[src/hw/rtl/mec_pkg.sv]
// ---------------------------------------------------------------------------
// mec_pkg
// Shared types and constants for the escape-time counter.
// ---------------------------------------------------------------------------
package mec_pkg;

  localparam int IDX_W = 10;
  localparam int CNT_W = 12;
  localparam int CFG_W = 32;
  localparam int CFG_IDX_W = 3;

  localparam logic [CFG_IDX_W-1:0] REG_ORIGIN_RE = 3'd0;
  localparam logic [CFG_IDX_W-1:0] REG_ORIGIN_IM = 3'd1;
  localparam logic [CFG_IDX_W-1:0] REG_STEP_RE   = 3'd2;
  localparam logic [CFG_IDX_W-1:0] REG_STEP_IM   = 3'd3;
  localparam logic [CFG_IDX_W-1:0] REG_MAX_ITER  = 3'd4;

  typedef struct packed {
    logic [IDX_W-1:0] col;
    logic [IDX_W-1:0] row;
    logic [31:0]      c_re;
    logic [31:0]      c_im;
    logic             c_ovf;
  } mec_job_t;

endpackage

[src/hw/rtl/mec_front.sv]
// ---------------------------------------------------------------------------
// mec_front
// Accepts pixels and forms c over two stages (multiply, then add and range
// check). Output is a registered job handshake.
// ---------------------------------------------------------------------------
module mec_front (
  input  logic                 clk,
  input  logic                 rst,
  input  logic                 in_valid,
  output logic                 in_ready,
  input  logic [9:0]           pixel_col,
  input  logic [9:0]           pixel_row,
  input  logic signed [31:0]   origin_re,
  input  logic signed [31:0]   origin_im,
  input  logic [30:0]          step_re,
  input  logic [30:0]          step_im,
  output logic                 job_valid,
  input  logic                 job_ready,
  output mec_pkg::mec_job_t    job
);
  import mec_pkg::*;

  logic             s1_valid;
  logic [IDX_W-1:0] s1_col;
  logic [IDX_W-1:0] s1_row;
  logic [40:0]      s1_pr;
  logic [40:0]      s1_pi;
  logic             s1_ready;
  logic signed [42:0] sum_re;
  logic signed [42:0] sum_im;

  assign s1_ready = !job_valid || job_ready;
  assign in_ready = !s1_valid || s1_ready;

  assign sum_re = 43'(origin_re) + $signed({2'b00, s1_pr});
  assign sum_im = 43'(origin_im) - $signed({2'b00, s1_pi});

  always_ff @(posedge clk) begin
    if (rst) begin
      s1_valid  <= 1'b0;
      job_valid <= 1'b0;
    end else begin
      if (in_ready) s1_valid <= in_valid;
      if (s1_ready) job_valid <= s1_valid;
    end
    if (in_valid && in_ready) begin
      s1_col <= pixel_col;
      s1_row <= pixel_row;
      s1_pr  <= 41'(pixel_col) * 41'(step_re);
      s1_pi  <= 41'(pixel_row) * 41'(step_im);
    end
    if (s1_valid && s1_ready) begin
      job.col   <= s1_col;
      job.row   <= s1_row;
      job.c_re  <= sum_re[31:0];
      job.c_im  <= sum_im[31:0];
      job.c_ovf <= (sum_re > 43'sd2147483647) || (sum_re < -43'sd2147483648) ||
                   (sum_im > 43'sd2147483647) || (sum_im < -43'sd2147483648);
    end
  end

endmodule

[config.mk]
export PLATFORM = sky130hd
export DESIGN_NAME = mec_front
export DESIGN_NICKNAME = d
export VERILOG_FILES = /design/src/hw/rtl/mec_pkg.sv /design/src/hw/rtl/mec_front.sv
export SDC_FILE = /design/constraint.sdc
export NUM_CORES = 2
export LEC_CHECK = 0
export BUFFER_PORTS_ARGS = -buffer_cell sky130_fd_sc_hd__buf_2
export CORE_ASPECT_RATIO = 1.75
export CORE_MARGIN = 3
export CORE_UTILIZATION = 45
export DETAILED_ROUTE_END_ITERATION = 7
export GPL_TIMING_DRIVEN = 0
export HOLD_SLACK_MARGIN = 0.08
export PLACE_DENSITY = 0.75
export SLEW_MARGIN = 30
export SYNTH_ARGS = -nofsm -noshare
export SYNTH_HDL_FRONTEND = slang
export SYNTH_SLANG_ARGS = --single-unit
[constraint.sdc]
create_clock -name clk -period 14.95 [get_ports clk]
set_clock_uncertainty 0.1 [all_clocks]
set_input_delay 0.7475 -clock clk [delete_from_list [all_inputs] [get_ports clk]]
set_output_delay 0.7475 -clock clk [all_outputs]
set_load 0.02 [all_outputs]
# Word-level counts from Yosys, hierarchy flattened
# Index checks and enable logic that the tools add are counted.
[op_classes]
addsub = 2
n_mul = 2
order_cmp = 4
reduce_logical = 9
[op_table]
columns = ["cell", "n"]
rows = [
  ["43-bit by 32-bit greater-than comparator with 1-bit output, second input constant", 2],
  ["43-bit by 32-bit < comparator with 1-bit output, second input constant", 2],
  ["10-bit by 31-bit multiplier with 41-bit output", 2],
  ["32-bit by 42-bit adder with 43-bit output", 1],
  ["32-bit by 42-bit subtractor with 43-bit output", 1],
  ["1-bit logical OR", 5],
  ["1-bit logical AND", 2],
  ["1-bit zero test", 2],
]
[word_totals]
register_bits = 189
in_bits = 150
elab_cells = 28

# Longest topological paths before layout
[logic_depth]
depth_word = 5
depth_mapped = 26
mapped_depth_nobuf = 25

# Worst setup path after synthesis
# OpenSTA, ideal clock, no wires.
[synth_timing]
path_kind = "input to register"
start = "input pixel_row[1]"
end = "register s1_pi[38] (data pin)"
setup_time_ns = 0.259
arrival_ns = 6.342
required_time_ns = 14.591
setup_slack_ns = 8.250
cell_stages = 22
path_cell_list = "clkbuf_1 > nand2_1 > fa_1 > inv_1 > fa_1 > fa_1 > fa_1 > inv_1 > fa_1 > inv_1 > ha_1 > a211o_1 > o311ai_0 > a211oi_1 > o31a_1 > a211oi_1 > nor4_1 > nor2_1 > a21oi_1 > a21o_1 > a21oi_1 > xnor2_1"
[synth_via]
elab_chain_len = 1
[synth_rtl]
columns = ["element", "line_no", "source"]
rows = [
  ["from (decl)", "mec_front.sv:12", "input logic [9:0] pixel_row,"],
  ["10-bit by 31-bit multiplier with 41-bit output", "mec_front.sv:50", "s1_pi <= 41'(pixel_row) * 41'(step_im);"],
  ["to (signal assigned)", "mec_front.sv:50", ""],
  ["to (decl)", "mec_front.sv:27", "logic [40:0] s1_pi;"],
]
# Every way passes these cells.
# A chain may end at the register's enable or synchronous reset.

# Worst setup path in the final report
[layout_timing]
start = "input pixel_col[1]"
end = "register s1_pr[39] (data pin)"
[layout_via]
elab_chain_len = 1
[layout_rtl]
columns = ["element", "line_no", "source"]
rows = [
  ["from (decl)", "mec_front.sv:11", "input logic [9:0] pixel_col,"],
  ["10-bit by 31-bit multiplier with 41-bit output", "mec_front.sv:49", "s1_pr <= 41'(pixel_col) * 41'(step_re);"],
  ["to (signal assigned)", "mec_front.sv:49", ""],
  ["to (decl)", "mec_front.sv:26", "logic [40:0] s1_pr;"],
]
# Every way passes these cells.

==> impl_metrics.xml <==
<?xml version="1.0" encoding="UTF-8"?>
<metrics>
  <group name="run_status">
    <metric name="outcome" unit="">finished, final reports clean</metric>
  </group>
  <group name="finish">
    <metric name="register_area" unit="um^2">5660</metric>
    <metric name="nFillCells" unit="">5855</metric>
    <metric name="area_growth_syn_to_layout" unit="%">9.22</metric>
    <metric name="design.final.nets" unit="">4149</metric>
    <metric name="multi_input_logic_area" unit="um^2">21100</metric>
    <metric name="final_cell_count_no_fill" unit="">4126</metric>
    <metric name="layout-drive-gt1-share" unit="%">7.06</metric>
  </group>
  <group name="place">
    <metric name="gp_congestion" unit="">0.941</metric>
    <metric name="port_buffers" unit="">178</metric>
    <metric name="dp_worst_setup_slack" unit="ns">6.34</metric>
    <metric name="dpl.hpwl" unit="um">64800</metric>
    <metric name="place.detailed.instances" unit="">4088</metric>
  </group>
  <group name="timing">
    <metric name="fin_tns_setup" unit="ns">0</metric>
    <metric name="timing.final.crit_period" unit="ns">7.98</metric>
    <metric name="unrepaired_setup_endpoints_after_global_routing" unit="">false</metric>
    <metric name="final.setup.worst_slack" unit="ns">6.97</metric>
    <metric name="finalHoldViolations" unit="">0</metric>
    <metric name="min_period_over_period" unit="%">53.4</metric>
    <metric name="finalMaxSlewViolations" unit="">0</metric>
    <metric name="hold_ws" unit="ns">0.320</metric>
    <metric name="max_clock_freq" unit="GHz">0.125</metric>
    <metric name="tightest_slew" unit="ns">0.935</metric>
    <metric name="max_slew_margin" unit="%">36.8</metric>
    <metric name="final-setup-viol-count" unit="">0</metric>
  </group>
  <group name="grt">
    <metric name="grt_usage" unit="%">23.2</metric>
    <metric name="grt_antenna_before_repair" unit="">9</metric>
    <metric name="maximum_number_of_pins_on_one_net_before_global_route_repair" unit="">44</metric>
    <metric name="globalRoute.totalOverflow" unit="">0</metric>
    <metric name="first_global_vias" unit="">24500</metric>
    <metric name="grt_first_pass_wirelength" unit="um">123000</metric>
  </group>
  <group name="setup_path">
    <metric name="reg2reg_from" unit="">s1_pi[0]</metric>
    <metric name="critPathMaxStageDelay" unit="ns">0.73</metric>
    <metric name="critical_path.top_delay_family" unit="">adder cells</metric>
    <metric name="worst-path-max-fanout" unit="">10</metric>
    <metric name="crit_slowest_cell" unit="">a2111oi_1</metric>
    <metric name="worst-setup-path-type" unit="">input pin to flop</metric>
    <metric name="cp_data_arrival_time" unit="ns">8.10</metric>
    <metric name="worst-r2r-setup-slack" unit="ns">9.98</metric>
    <metric name="critical_path.reg2reg.endpoint" unit="">job[0]</metric>
    <metric name="worst_setup_path_start_kind" unit="">input pin</metric>
    <metric name="worst_setup_path_startpoint" unit="">pixel_col[1]</metric>
    <metric name="rr_worst_depth" unit="">16</metric>
    <metric name="worst_setup_path_end_kind" unit="">flop</metric>
    <metric name="capturing_element_of_the_worst_setup_path" unit="">s1_pr[39]</metric>
    <metric name="cp.buffers_inverters" unit="">7</metric>
    <metric name="critical_path_required" unit="ns">15.07</metric>
    <metric name="critical_path_depth" unit="">27</metric>
  </group>
  <group name="clocking">
    <metric name="cts.path.max_buffers" unit="">2</metric>
    <metric name="h-tree-depth" unit="">4</metric>
    <metric name="worst_setup_hold_path_clk_slew" unit="ns">0.07</metric>
    <metric name="cts_root_buf" unit="">clkbuf_16</metric>
    <metric name="cts_setup_buffers" unit="">0</metric>
    <metric name="clock_latency" unit="ns">0.47</metric>
    <metric name="numCtsBuffers" unit="">17</metric>
    <metric name="count_of_clock_tree_sinks" unit="">189</metric>
    <metric name="cts_hold_buf" unit="">0</metric>
    <metric name="tritoncts" unit="">yes</metric>
    <metric name="cts_resized" unit="">0</metric>
  </group>
  <group name="drt">
    <metric name="number_of_drc_markers_after_the_initial_detailed_route_iteration" unit="">1026</metric>
    <metric name="drt-vias-per-instance" unit="">5.39</metric>
    <metric name="avgRoutedWirePerCell" unit="um">18.5</metric>
    <metric name="drtPass1Iterations" unit="">5</metric>
    <metric name="wirelength" unit="um">76500</metric>
    <metric name="drtAntennaViolNets" unit="">0</metric>
    <metric name="drc" unit="">0</metric>
    <metric name="via_count" unit="">22200</metric>
  </group>
  <group name="synthesis">
    <metric name="dominantRegCellSynth" unit="">edfxtp_1</metric>
    <metric name="netlist-cell-type-count" unit="">70</metric>
    <metric name="synth_top_cells_by_area" unit="">fa_1, edfxtp_1, ha_1</metric>
    <metric name="mean_cell_area_of_the_mapped_netlist" unit="um^2">9.43</metric>
    <metric name="synth_top_cell_area_share" unit="%">31.7</metric>
    <metric name="synth-async-reset-ratio" unit="%">0</metric>
    <metric name="warnings_synthesis" unit="">0</metric>
    <metric name="synth-edff-count" unit="">187</metric>
    <metric name="mappedNetlistNets" unit="">3945</metric>
    <metric name="yosysTopAreaCell" unit="">fa_1</metric>
    <metric name="postSynthCellCount" unit="">3097</metric>
    <metric name="mappedNetlistArea" unit="um^2">29200</metric>
    <metric name="ys_seq_area_share" unit="%">19.4</metric>
    <metric name="synth-seq-cells" unit="">189</metric>
    <metric name="synth_common_cells" unit="">inv_1, fa_1, nand2_1, and2_1, ha_1</metric>
    <metric name="post-synth-top-count-cell" unit="">inv_1</metric>
  </group>
  <group name="floorplanning">
    <metric name="placement_rows" unit="">122</metric>
    <metric name="floorplan.core_area" unit="um^2">63800</metric>
    <metric name="width_of_the_chip" unit="um">199</metric>
    <metric name="io_pins" unit="">237</metric>
    <metric name="dieArea" unit="um^2">68100</metric>
    <metric name="start_util" unit="%">45.7</metric>
    <metric name="die_h" unit="um">343</metric>
  </group>
  <group name="power_and_ir_drop">
    <metric name="power_leakage" unit="nW">15.3</metric>
    <metric name="power_density_over_the_cells" unit="nW/um^2">220</metric>
    <metric name="max-vdd-ir-drop" unit="V">0.000144</metric>
    <metric name="total_power" unit="mW">7.00</metric>
  </group>
  <group name="worst_hold_path">
    <metric name="hold_class" unit="">flop to flop</metric>
  </group>
  <group name="job">
    <metric name="drv_cap" unit="">0</metric>
  </group>
</metrics>
==> sequential cells by signal (all words and copies together) (netlist names) <==
signal / flops
job: 85
job_valid: 1
s1_col: 10
s1_pi: 41
s1_pr: 41
s1_row: 10
s1_valid: 1
==> worst register-to-register path, cell delays in order, from the launching register on <==
cell       delay [ns]
edfxtp_1         0.32
ha_1             0.15
inv_1            0.05
fa_1             0.42
a211oi_1         0.32
o211ai_1         0.21
a21oi_1          0.36
a21boi_1         0.28
a221o_1          0.43
a41o_1           0.32
a21oi_1          0.33
o21a_1           0.25
mux2i_1          0.20
o211ai_1         0.09
or4_1            0.42
nor4_1           0.37
o2bb2ai_1        0.09
==> cell usage in the layout (no fill, tap or decap), drive strengths merged, types with 4 or more instances in the layout <==
cell type  instances
xor2              38
o211ai            13
clkbuf           146
nand4             11
o21bai            17
nor3              29
nor2             136
o311ai             4
and2             331
a211o              5
a31oi             21
o21a              24
nand2            370
o2111ai            5
o21ai             79
clkinvlp           4
edfxtp           187
xnor2             97
a21o              55
nand3             40
or3               13
ha               236
a21boi             6
buf              189
a21oi            141
or2                7
and3               7
fa               462
mux2i              4
inv              516
nor4               4
nor2b             22
diode              7
o31ai              7
o41ai              4
nand2b            21
a211oi            14
==> layout make-up <==
| cell class | count | area share, % |
|---|---|---|
| Antenna cell | 7 | 0.0549 |
| Buffer | 130 | 1.53 |
| Clock buffer | 20 | 1.37 |
| Clock inverter | 11 | 0.428 |
| Inverter | 513 | 6.04 |
| Multi-Input combinational cell | 2265 | 66.3 |
| Sequential cell | 189 | 17.7 |
| Tap cell | 806 | 3.16 |
| Timing Repair Buffer | 185 | 3.38 |
==> logic make-up after synthesis <==
| family | Yosys count | synth area share (%) |
|---|---|---|
| compound gates | 423 | 9.33 |
| simple gates | 1005 | 17.0 |
| buf+inv | 643 | 8.27 |
| flops | 189 | 19.4 |
| fa+ha+maj | 698 | 41.8 |
| mux | 4 | 0.137 |
| xor+xnor | 135 | 4.05 |
==> where the power goes <==
group	leakage (nW)	internal [mW]	switching, mW
combinational	13.2	2.28	3.16
sequential	1.81	1.04	0.0508
clock	0.265	0.248	0.225
==> how the worst min path moves through the flow <==
stage / from / end / cells after the start
5_1_grt: rst / s1_valid / 2
6_report: s1_row[3] / job[68] / 0
2_1_floorplan: s1_row[0] / job[65] / 0
3_3_place_gp: s1_row[2] / job[67] / 0
3_5_place_dp: s1_row[3] / job[68] / 0
4_1_cts: rst / s1_valid / 2
==> layer usage <==
metal	global-route usage, %	up-vias	part of all wire [%]
met1	22.1	11000	32
met4	14.9	6	7.2
met2	45.1	712	55
met5	0	-	0.048
met3	3.63	263	5.8
li1	-	10300	-
==> per-stage QoR <==
step | util (%) | area [um^2]
global route | 49.9 | 31900
global placement | 48.7 | 31100
floorplan | - | 29200
CTS | 49.9 | 31900
finish | 50.0 | 31900
detailed placement | 49.0 | 31300
Power figures use the tool's default switching activity.
