**config.mk**
```make
export PLATFORM = sky130hd
export DESIGN_NAME = mec_queue
export DESIGN_NICKNAME = d
export VERILOG_FILES = /design/src/hw/rtl/mec_pkg.sv /design/src/hw/rtl/mec_queue.sv
export SDC_FILE = /design/constraint.sdc
export NUM_CORES = 1
export LEC_CHECK = 0
export ABC_CLOCK_PERIOD_IN_PS = 2900
export BUFFER_PORTS_ARGS = -buffer_cell sky130_fd_sc_hd__buf_2
export CAP_MARGIN = 20
export CORE_MARGIN = 1
export CORE_UTILIZATION = 35
export DETAILED_ROUTE_END_ITERATION = 7
export RECOVER_POWER = 25
export SLEW_MARGIN = 5
export SYNTH_ARGS = -nofsm -noshare
export SYNTH_HDL_FRONTEND = slang
export SYNTH_SLANG_ARGS = --single-unit
```
**constraint.sdc**
```tcl
create_clock -name clk -period 2.9 [get_ports clk]
set_input_delay 0.145 -clock clk [delete_from_list [all_inputs] [get_ports clk]]
set_output_delay 0.145 -clock clk [all_outputs]
set_load 0.02 [all_outputs]
```
**src/hw/rtl/mec_pkg.sv**
```systemverilog
// ---------------------------------------------------------------------------
// mec_pkg
// Shared types and constants for the escape-time counter.
// ---------------------------------------------------------------------------
package mec_pkg;

  localparam int IDX_W = 10;
  localparam int CNT_W = 12;
  localparam int CFG_W = 32;
  localparam int CFG_IDX_W = 3;

  localparam logic [CFG_IDX_W-1:0] REG_ORIGIN_RE = 3'd0;
  localparam logic [CFG_IDX_W-1:0] REG_ORIGIN_IM = 3'd1;
  localparam logic [CFG_IDX_W-1:0] REG_STEP_RE   = 3'd2;
  localparam logic [CFG_IDX_W-1:0] REG_STEP_IM   = 3'd3;
  localparam logic [CFG_IDX_W-1:0] REG_MAX_ITER  = 3'd4;

  typedef struct packed {
    logic [IDX_W-1:0] col;
    logic [IDX_W-1:0] row;
    logic [31:0]      c_re;
    logic [31:0]      c_im;
    logic             c_ovf;
  } mec_job_t;

endpackage

```
**src/hw/rtl/mec_queue.sv**
```systemverilog
// ---------------------------------------------------------------------------
// mec_queue
// Small FIFO of jobs between the front and the iteration engine.
// ---------------------------------------------------------------------------
module mec_queue #(
  parameter int DEPTH = 4
) (
  input  logic              clk,
  input  logic              rst,
  input  logic              wr_valid,
  output logic              wr_ready,
  input  mec_pkg::mec_job_t wr_data,
  output logic              rd_valid,
  input  logic              rd_ready,
  output mec_pkg::mec_job_t rd_data
);
  import mec_pkg::*;

  localparam int AW = (DEPTH > 1) ? $clog2(DEPTH) : 1;

  mec_job_t        mem [DEPTH];
  logic [AW-1:0]   wr_ptr;
  logic [AW-1:0]   rd_ptr;
  logic [AW:0]     fill;
  logic            do_wr;
  logic            do_rd;

  assign wr_ready = fill != (AW+1)'(DEPTH);
  assign rd_valid = fill != '0;
  assign rd_data  = mem[rd_ptr];
  assign do_wr    = wr_valid && wr_ready;
  assign do_rd    = rd_valid && rd_ready;

  always_ff @(posedge clk) begin
    if (rst) begin
      wr_ptr <= '0;
      rd_ptr <= '0;
      fill   <= '0;
    end else begin
      if (do_wr) wr_ptr <= (wr_ptr == AW'(DEPTH-1)) ? '0 : wr_ptr + 1'b1;
      if (do_rd) rd_ptr <= (rd_ptr == AW'(DEPTH-1)) ? '0 : rd_ptr + 1'b1;
      fill <= fill + (AW+1)'(do_wr) - (AW+1)'(do_rd);
    end
    if (do_wr) mem[wr_ptr] <= wr_data;
  end

endmodule

```
# Word level (Yosys, flattened, before mapping)
# Memories as Yosys holds them, arrays and structs flattened. A register that Yosys moved wholly into a read port is not among the register bits.
# Cells that the tools add are included.
[word_totals]
ff_bits = 7
ram_bits = 340
in_bits = 89
output_inout_bits = 87
wordCells = 20
mem_count = 1
[op_classes]
add_sub_neg = 4
n_eq_ne = 3
muxes = 6
n_reduce_logical = 3
[memory_table]
columns = ["name", "words", "word_bits", "rd", "rd_ports_with_merged_regs", "write_ports", "line_no", "text"]
rows = [
  ["mem", 4, 85, 1, 1, 1, "mec_queue.sv:21", "mec_job_t mem [DEPTH];"],
]
[ops]
columns = ["operator", "count"]
rows = [
  ["2-to-1 mux 2 bit", 4],
  ["adder 2 x 1 -> 2 bit, second input constant", 2],
  ["== test 2 bit, second input constant", 2],
  ["adder 3 x 1 -> 3 bit", 1],
  ["!= test 3 bit, second input constant", 1],
  ["nonzero test 3 bit", 1],
  ["subtractor 3 x 1 -> 3 bit", 1],
  ["logical AND 1 bit", 2],
  ["2-to-1 mux 1 bit", 2],
]

# Logic depth before layout (Yosys ltp)
# Gate-level depths: netlist of run 1.
[depth]
word_depth = 4
depth_mapped = 11
mapped_depth_nobuf = 10

# Worst setup path before layout of run 1
# No wires, ideal clock.
[synth_timing]
kind = "register -> register"
from = "register fill[1]"
to = "register fill[2]"
setup_time_ns = 0.078
arrival_ns = 2.326
t_required_ns = 2.822
setup_slack_ns = 0.496
path_stages_with_launch = 12
path_buffers = 1
period_less_slack_ns = 2.404
path_cell_list = "dfxtp_1 or3b_1 clkbuf_2 nand2_1 ha_1 inv_1 ha_1 inv_1 fa_1 xor2_1 and2_2 nor3_1"
[synth_via]
elab_chain_cells = 4
word_cells_on_any_way = 6
classes_between = "2 x add/sub; 1 x eq/ne; 3 x reduce/logical"
[synth_lines]
columns = ["item", "line_no", "text"]
rows = [
  ["start, declared", "mec_queue.sv:24", "logic [AW:0] fill;"],
  ["start signal, assigned", "mec_queue.sv:42", "fill <= fill + (AW+1)'(do_wr) - (AW+1)'(do_rd);"],
  ["!= test 3 bit", "mec_queue.sv:28", "assign wr_ready = fill != (AW+1)'(DEPTH);"],
  ["named net wr_ready", "mec_queue.sv:11", "output logic wr_ready,"],
  ["logical AND 1 bit", "mec_queue.sv:31", "assign do_wr = wr_valid && wr_ready;"],
  ["adder 3 x 1 -> 3 bit", "mec_queue.sv:42", ""],
  ["subtractor 3 x 1 -> 3 bit", "mec_queue.sv:42", ""],
]
# The timed path passes the listed nets, and every way through them passes these cells.
# A chain may end at the register's enable or synchronous reset.

# Worst setup path after layout of run 1
[layout_timing]
from = "register fill[1]"
to = "register fill[2]"
[layout_via]
elab_chain_cells = 4
word_cells_on_any_way = 6
classes_between = "2 x add/sub; 1 x eq/ne; 3 x reduce/logical"
[layout_lines]
columns = ["item", "line_no"]
rows = [
  ["!= test 3 bit", "mec_queue.sv:28"],
  ["logical AND 1 bit", "mec_queue.sv:31"],
  ["adder 3 x 1 -> 3 bit", "mec_queue.sv:42"],
  ["subtractor 3 x 1 -> 3 bit (*)", "mec_queue.sv:42"],
]
# Every way passes the cells marked *; elsewhere a longest branch is shown, timed or not.

==> run metrics, run 1 <==
Fin Setup TNS 0 ns; CP arrival approximately 2.9 ns; Starting Density 0.357; wire per inst around 20 µm; cells taking the most area after synthesis edfxtp_1 (80%), mux4_2 (15%), dfxtp_1 (1.4%), ha_1 (0.69%), buf_6 (0.53%); crit path cell chain or3b_1 -> nand2_1 -> ha_1 -> inv_1 -> ha_1 -> inv_1 -> fa_1 -> xor2_1 -> and2_2 -> nor3_1; Post-synth EDFFs 340; worst-margin pin slew between 0.6 and 0.7 ns; Net count, final between 800 and 900; slowest CP cell or3b_1; final wirelength about 25000 µm; fillers between 3000 and 4000; hold crit path type primary input to flip-flop; r2r worst-path depth 10; Max Clock Freq approximately 410 MHz; global route overflow 0; post-synth cell types 28; RSZ-0062 raised after global routing false; Max Slew Vio Count 0; pin count of the biggest net entering global routing 52; DRT iter0 DRCs 260; Syn-to-layout area delta 27.3%; Syn. warnings 0; Synth Cell Area 12700 µm²; hold depth 4; Die ar. roughly 37000 µm²; setup ws final ~0.44 ns; Synth top area share 0.801; DP Worst Slack between 0.4 and 0.5 ns; Worst Path Buf+Inv 2; final antenna-violating net count 0; CP Launch Type flip-flop; CTS Buffer Depth 3; Max-slew headroom 0.575; Die Ht 193 µm; failing checks DRC; H-tree levels 2; cells after synthesis just under 500; Seq/Total Area, Yosys 0.815; I/O pin total roughly 180; most frequent cell after synthesis edfxtp_1; TritonRoute pass-1 iters 6; Synth Area per Inst approximately 26 µm²; hold_sp rd_ready; crit path time final about 2.5 ns; worst vdd ir 0.000474 V; overall routing resource usage 0.138; CORE AREA between 30000 and 40000 µm²; Vias/cell approximately 4.7; Port Buffer Count 175; power per cell area just under 900 nW/µm²; kind of critical path flip-flop to flip-flop; final hold violations 0; setup slack, reg-to-reg roughly 0.44 ns; Final setup violation count 0; antenna violations before repair 1; Final GP Congestion slightly below 0.7; Pwr Total around 14 mW; DRC 18; CP endpoint kind flip-flop; Crit path required time around 3.4 ns; Synth async-reset ratio 0; leakage 5.36 nW; first-pass GRT wire length between 30000 and 40000 µm; max_cap viols 0; Worst Skew a little under 0.008 ns; CTS sink count 349; Yosys reg bits about 350; Slowest Stage Delay on Critical Path ~0.50 ns; Die X 193 µm; final worst-path cycle share 0.849; Yosys top cell by area edfxtp_1; CP Max Fanout 7; Mapped Nets 590; outcome complete, but fails checks; clock-pin slew on the worst setup and hold paths 0.06 ns; layout cells sized above 1 0.343; clk_lat worst skew about 0.52 ns; Commonest cells post-synth edfxtp_1 (340), mux4_2 (85), dfxtp_1 (9), ha_1 (7); CTS tree done; crit-path leading delay family simple AND/OR/NAND/NOR gates; Detailed Place HPWL 14300 µm; ys flop type edfxtp_1; Crit Reg-Reg Endpoint fill[2]; worst r2r src fill[1]; vias in the first global route roughly 6500; via count 6016; FP Rows 69; clock root cell clkbuf_16; total CTS buffers 37
-- per-layer routing --
metal | track usage | share of wire
met5 | 0 | 0
met4 | 0.0530 | 0.023
met3 | 0.0358 | 0.056
met2 | 0.229 | 0.50
met1 | 0.172 | 0.42
-- kinds of logic (layout without fill, tap and decap cells) --
| logic type | count (synthesis) | count (layout) | share of synthesized area |
|---|---|---|---|
| flops | 349 | 349 | 0.815 |
| simple gates | 18 | 18 | 0.00854 |
| compound gates | 4 | 4 | 0.00236 |
| mux | 87 | 87 | 0.152 |
| fa+ha+maj | 8 | 8 | 0.00844 |
| xor+xnor | 1 | 1 | 0.000687 |
| buf+inv | 26 | 346 | 0.0129 |
| other cells | 0 | 1 | 0 |
-- what timing repair did --
action,CTS,global route
hold buffers,87,0
endpoints found under the hold margin,349,0
resized for setup,0,0
setup buffers,0,0
-- layout by cell type (no fill, tap or decap), types with 6 or more instances in the layout --
| cell | n |
|---|---|
| buf_2 | 123 |
| buf_12 | 9 |
| clkbuf_16 | 37 |
| dfxtp_1 | 7 |
| buf_4 | 6 |
| mux4_2 | 85 |
| ha_1 | 7 |
| dlygate4sd3_1 | 87 |
| edfxtp_1 | 340 |
| clkbuf_1 | 62 |
| clkinv_1 | 7 |
| clkinv_2 | 6 |
-- report_power, final --
part | leakage, nW | switching (mW) | internal [mW] | total (mW)
sequential | 3.19 | 0.148 | 6.18 | 6.33
clock | 0.545 | 1.82 | 2.61 | 4.43
combinational | 1.62 | 1.94 | 1.43 | 3.37
-- metrics by stage --
stage	std cells	hold WS (ns)	utilization	area (µm²)
floorplan	493	0.244	-	12700
global placement	1123	0.361	0.401	14300
detailed placement	1123	0.363	0.401	14300
CTS	1274	0.00175	0.457	16300
global route	1275	0.0579	0.455	16200
finish	1275	0.0430	0.455	16200
-- flip-flops by register name, indices dropped and copies added (netlist names), named ones only --
register and count:
mem 340, fill 3, rd_ptr 2, wr_ptr 2
-- area by class of cell --
class                      count  area, µm²  share of cell area
tap                          461        577              0.0356
sequential                   349      10400               0.641
antenna                        1       2.50            0.000154
clock buffer                  47        963              0.0594
clock inverter                17        154             0.00949
inverter                       5       18.8             0.00116
timing repair buffer         277       1910               0.118
multi-input combinational    118       2200               0.136
-- how the worst max path moves through the flow --
stage                     cells past startpoint      end  slack [ns]     from
after floorplan                              11  fill[2]        0.50  fill[1]
after global placement                       10  fill[2]        0.47  fill[1]
after detailed placement                     10  fill[2]        0.44  fill[1]
after CTS                                    10  fill[2]        0.43  fill[1]
after global routing                         10  fill[2]        0.26  fill[1]
final                                        10  fill[2]        0.44  fill[1]
-- worst register-to-register path: stages, from the launching register on --
cell     delay, ns
dfxtp_1       0.36
or3b_1        0.50
nand2_1       0.19
ha_1          0.25
inv_1         0.06
ha_1          0.13
inv_1         0.05
fa_1          0.39
xor2_1        0.16
and2_2        0.19
nor3_1        0.11
No activity file was read; power rests on OpenSTA's default activity.
==> run 2: changes to the inputs <==
--- a/config.mk
+++ b/config.mk
@@ -5,7 +5,7 @@
 export SDC_FILE = /design/constraint.sdc
 export NUM_CORES = 1
 export LEC_CHECK = 0
-export ABC_CLOCK_PERIOD_IN_PS = 2900
+export ABC_CLOCK_PERIOD_IN_PS = 2300
 export BUFFER_PORTS_ARGS = -buffer_cell sky130_fd_sc_hd__buf_2
 export CAP_MARGIN = 20
 export CORE_MARGIN = 1
==> constraint.sdc (replaced) <==
create_clock -name clk -period 2.3 [get_ports clk]
set_input_delay 0.115 -clock clk [delete_from_list [all_inputs] [get_ports clk]]
set_output_delay 0.115 -clock clk [all_outputs]
set_load 0.02 [all_outputs]
==> run 2 against run 1 <==
Effect of this change:
- the run still ends with DRC left
- core utilization up 0.29 points
- largest power group unchanged
- power up 26%
- first-iteration DRC count up 5.0%
- die area unchanged
- fmax up 12%
- non-clock buffer count up 3
- critical path depth unchanged
- routed wire length down 0.50%
- largest cell class unchanged
==> run metrics, run 2 (synthesis gave the netlist of run 1 again) <==
Die X 193 µm (unchanged); H-tree levels 2 (unchanged); footprint of the multi-input gates 2220 µm² (+0.79%); Starting Density 0.357 (unchanged); CTS tree done; Port Buffer Count 175 (unchanged); Final setup violation count 0 (unchanged); Max Slew Vio Count 0 (unchanged); layout cells sized above 1 0.355 (+0.0118); CP startpoint fill[2]; vias in the first global route 6619 (+2.1%); CP Max Fanout 5 (-2); Crit path required time 2.74 ns (-0.61 ns); CP arrival 2.63 ns (-0.28 ns); Die ar. 37200 µm² (unchanged); Final GP Congestion 0.690 (+2.2%); crit path cell chain or3b_4 -> nand2_4 -> ha_1 -> inv_1 -> ha_1 -> inv_1 -> fa_2 -> xor2_1 -> and2_2 -> nor3_1; antenna violations before repair 1 (unchanged); first-pass GRT wire length 37500 µm (-0.27%); clock-pin slew on the worst setup and hold paths 0.06 ns (about the same); final wirelength 24800 µm (-0.50%); CTS sink count 349 (unchanged); CTS Buffer Depth 3 (unchanged); DRT iter0 DRCs 273 (+5.0%); DP Worst Slack 0.0173 ns (-0.427 ns); Syn-to-layout area delta 28.1%; final hold violations 0 (unchanged); total CTS buffers 38 (+2.7%); crit path time final 2.19 ns (-0.269 ns); hold crit path type primary input to flip-flop; via count 6069 (+0.88%); flip-flop count of the largest register after layout 340 (unchanged); worst vdd ir 0.000516 V (+8.8%); DRC 52 (+34); Seq. cell area 10400 µm² (about the same); postcts setup bufs 0 (unchanged); hold_sp rd_ready; clock root cell clkbuf_16; CORE AREA 35700 µm² (unchanged); kind of critical path flip-flop to flip-flop; fillers 3030 (+0.80%); overall routing resource usage 0.135 (-0.00245); max_cap viols 0 (unchanged); Layout Utilization 0.458 (+0.00291); Vias/cell 4.75 (+0.57%); Max-slew headroom 0.666 (+0.0912); setup ws final 0.106 ns (-0.331 ns); Slowest Stage Delay on Critical Path 0.41 ns (-0.09 ns); clk_lat worst skew 0.52 ns (about the same); largest register by flop count mem; Detailed Place HPWL 14500 µm (+1.5%); most frequent cells in the layout edfxtp_1 (340), buf_2 (125), dlygate4sd3_1 (87); failing checks DRC; Die Ht 193 µm (unchanged); worst-margin pin slew 0.501 ns (-0.137 ns); final worst-path cycle share 0.954 (+0.105); TritonRoute pass-1 iters 7 (+1); outcome complete, but fails checks; CP endpoint kind flip-flop; Worst Path Buf+Inv 2 (unchanged); Worst Skew 0.00795 ns (+0.000243 ns); I/O pin total 176 (unchanged); CP Launch Type flip-flop; Largest regs mem x340, fill x3; slowest CP cell or3b_4; global route overflow 0 (unchanged); setup slack, reg-to-reg 0.11 ns (-0.33 ns); FP Rows 69 (unchanged); leakage 5.40 nW (+0.81%); wire per inst 19.4 µm (-0.81%); commonest non-fill, non-tap cell in the layout edfxtp_1; pin count of the biggest net entering global routing 54 (+3.8%); Net count, final 889 (+0.45%); Max Clock Freq 456 MHz (+12%); crit-path leading delay family simple AND/OR/NAND/NOR gates; final antenna-violating net count 0 (unchanged); power per cell area 1090 nW/µm² (+25%); worst r2r src fill[2]
[run 2: cell types whose count changed in the layout (fill, tap and decap cells not counted), moves of 2 or more]
cell       previous run  this run
clkbuf_1             62        57
bufinv_16             3         0
buf_12                9        13
clkbuf_16            37        41
buf_2               123       125
clkinv_1              7        11
dfxtp_1               7         5
[run 2: timing repair]
| action | in CTS | in global routing |
|---|---|---|
| hold buffers | 87 | 0 |
| setup endpoints to repair | 1 | 1 |
| hold endpoints to repair | 348 | 0 |
| pin swaps | 0 | 1 |
| resized for setup | 1 | 4 |
[run 2: report_power, final]
part,switching [mW],internal (mW),leakage [nW],total (mW)
Combinational,2.48,1.85,1.66,4.33
Clock,2.30,3.21,0.554,5.51
Sequential,0.194,7.80,3.19,7.99
[run 2: final cells by class]
type                       instances  area share
clock inverter                    17     0.00437
inverter                           5     0.00115
timing repair buffer             280       0.121
antenna                            1    0.000153
multi-input combinational        118       0.136
sequential                       349       0.637
tap                              461      0.0353
clock buffer                      48      0.0644
[run 2: per-layer routing]
layer	vias up	GRT usage	share of wire
li1	2719	-	-
met1	3155	0.179	0.44
met2	155	0.218	0.48
met3	40	0.0355	0.061
met4	0	0.0421	0.020
met5	-	0	0
[run 2: metrics by stage]
| stage | area, µm² | setup TNS (ns) | hold WS (ns) | total power, mW | std cells |
|---|---|---|---|---|---|
| 6_report | 16300 | 0 | 0.106 | 17.8 | 1279 |
| 5_1_grt | 16300 | -0.00197 | 0.122 | 18.7 | 1278 |
| 4_1_cts | 16400 | 0 | 0.111 | 18.2 | 1278 |
| 3_5_place_dp | 14400 | 0 | 0.331 | 12.4 | 1126 |
| 3_3_place_gp | 14400 | 0 | 0.330 | 12.4 | 1126 |
| 2_1_floorplan | 12800 | 0 | 0.214 | 11.0 | 493 |
[run 2: path summary, 6_finish.rpt]
| path | end | depth (start not counted) |
|---|---|---|
| max | fill[2] | 10 |
| min reg2reg | fill[2] | 2 |
| min | flip-flop | 5 |
| max reg2reg | fill[2] | 10 |
[run 2: worst min-delay path: cells and delay by family]
kind                   cells  cell delay (ns)
buffers and inverters      2             0.24
AND/OR/NAND/NOR            1             0.06
AO/OA/AOI/OAI              2             0.16
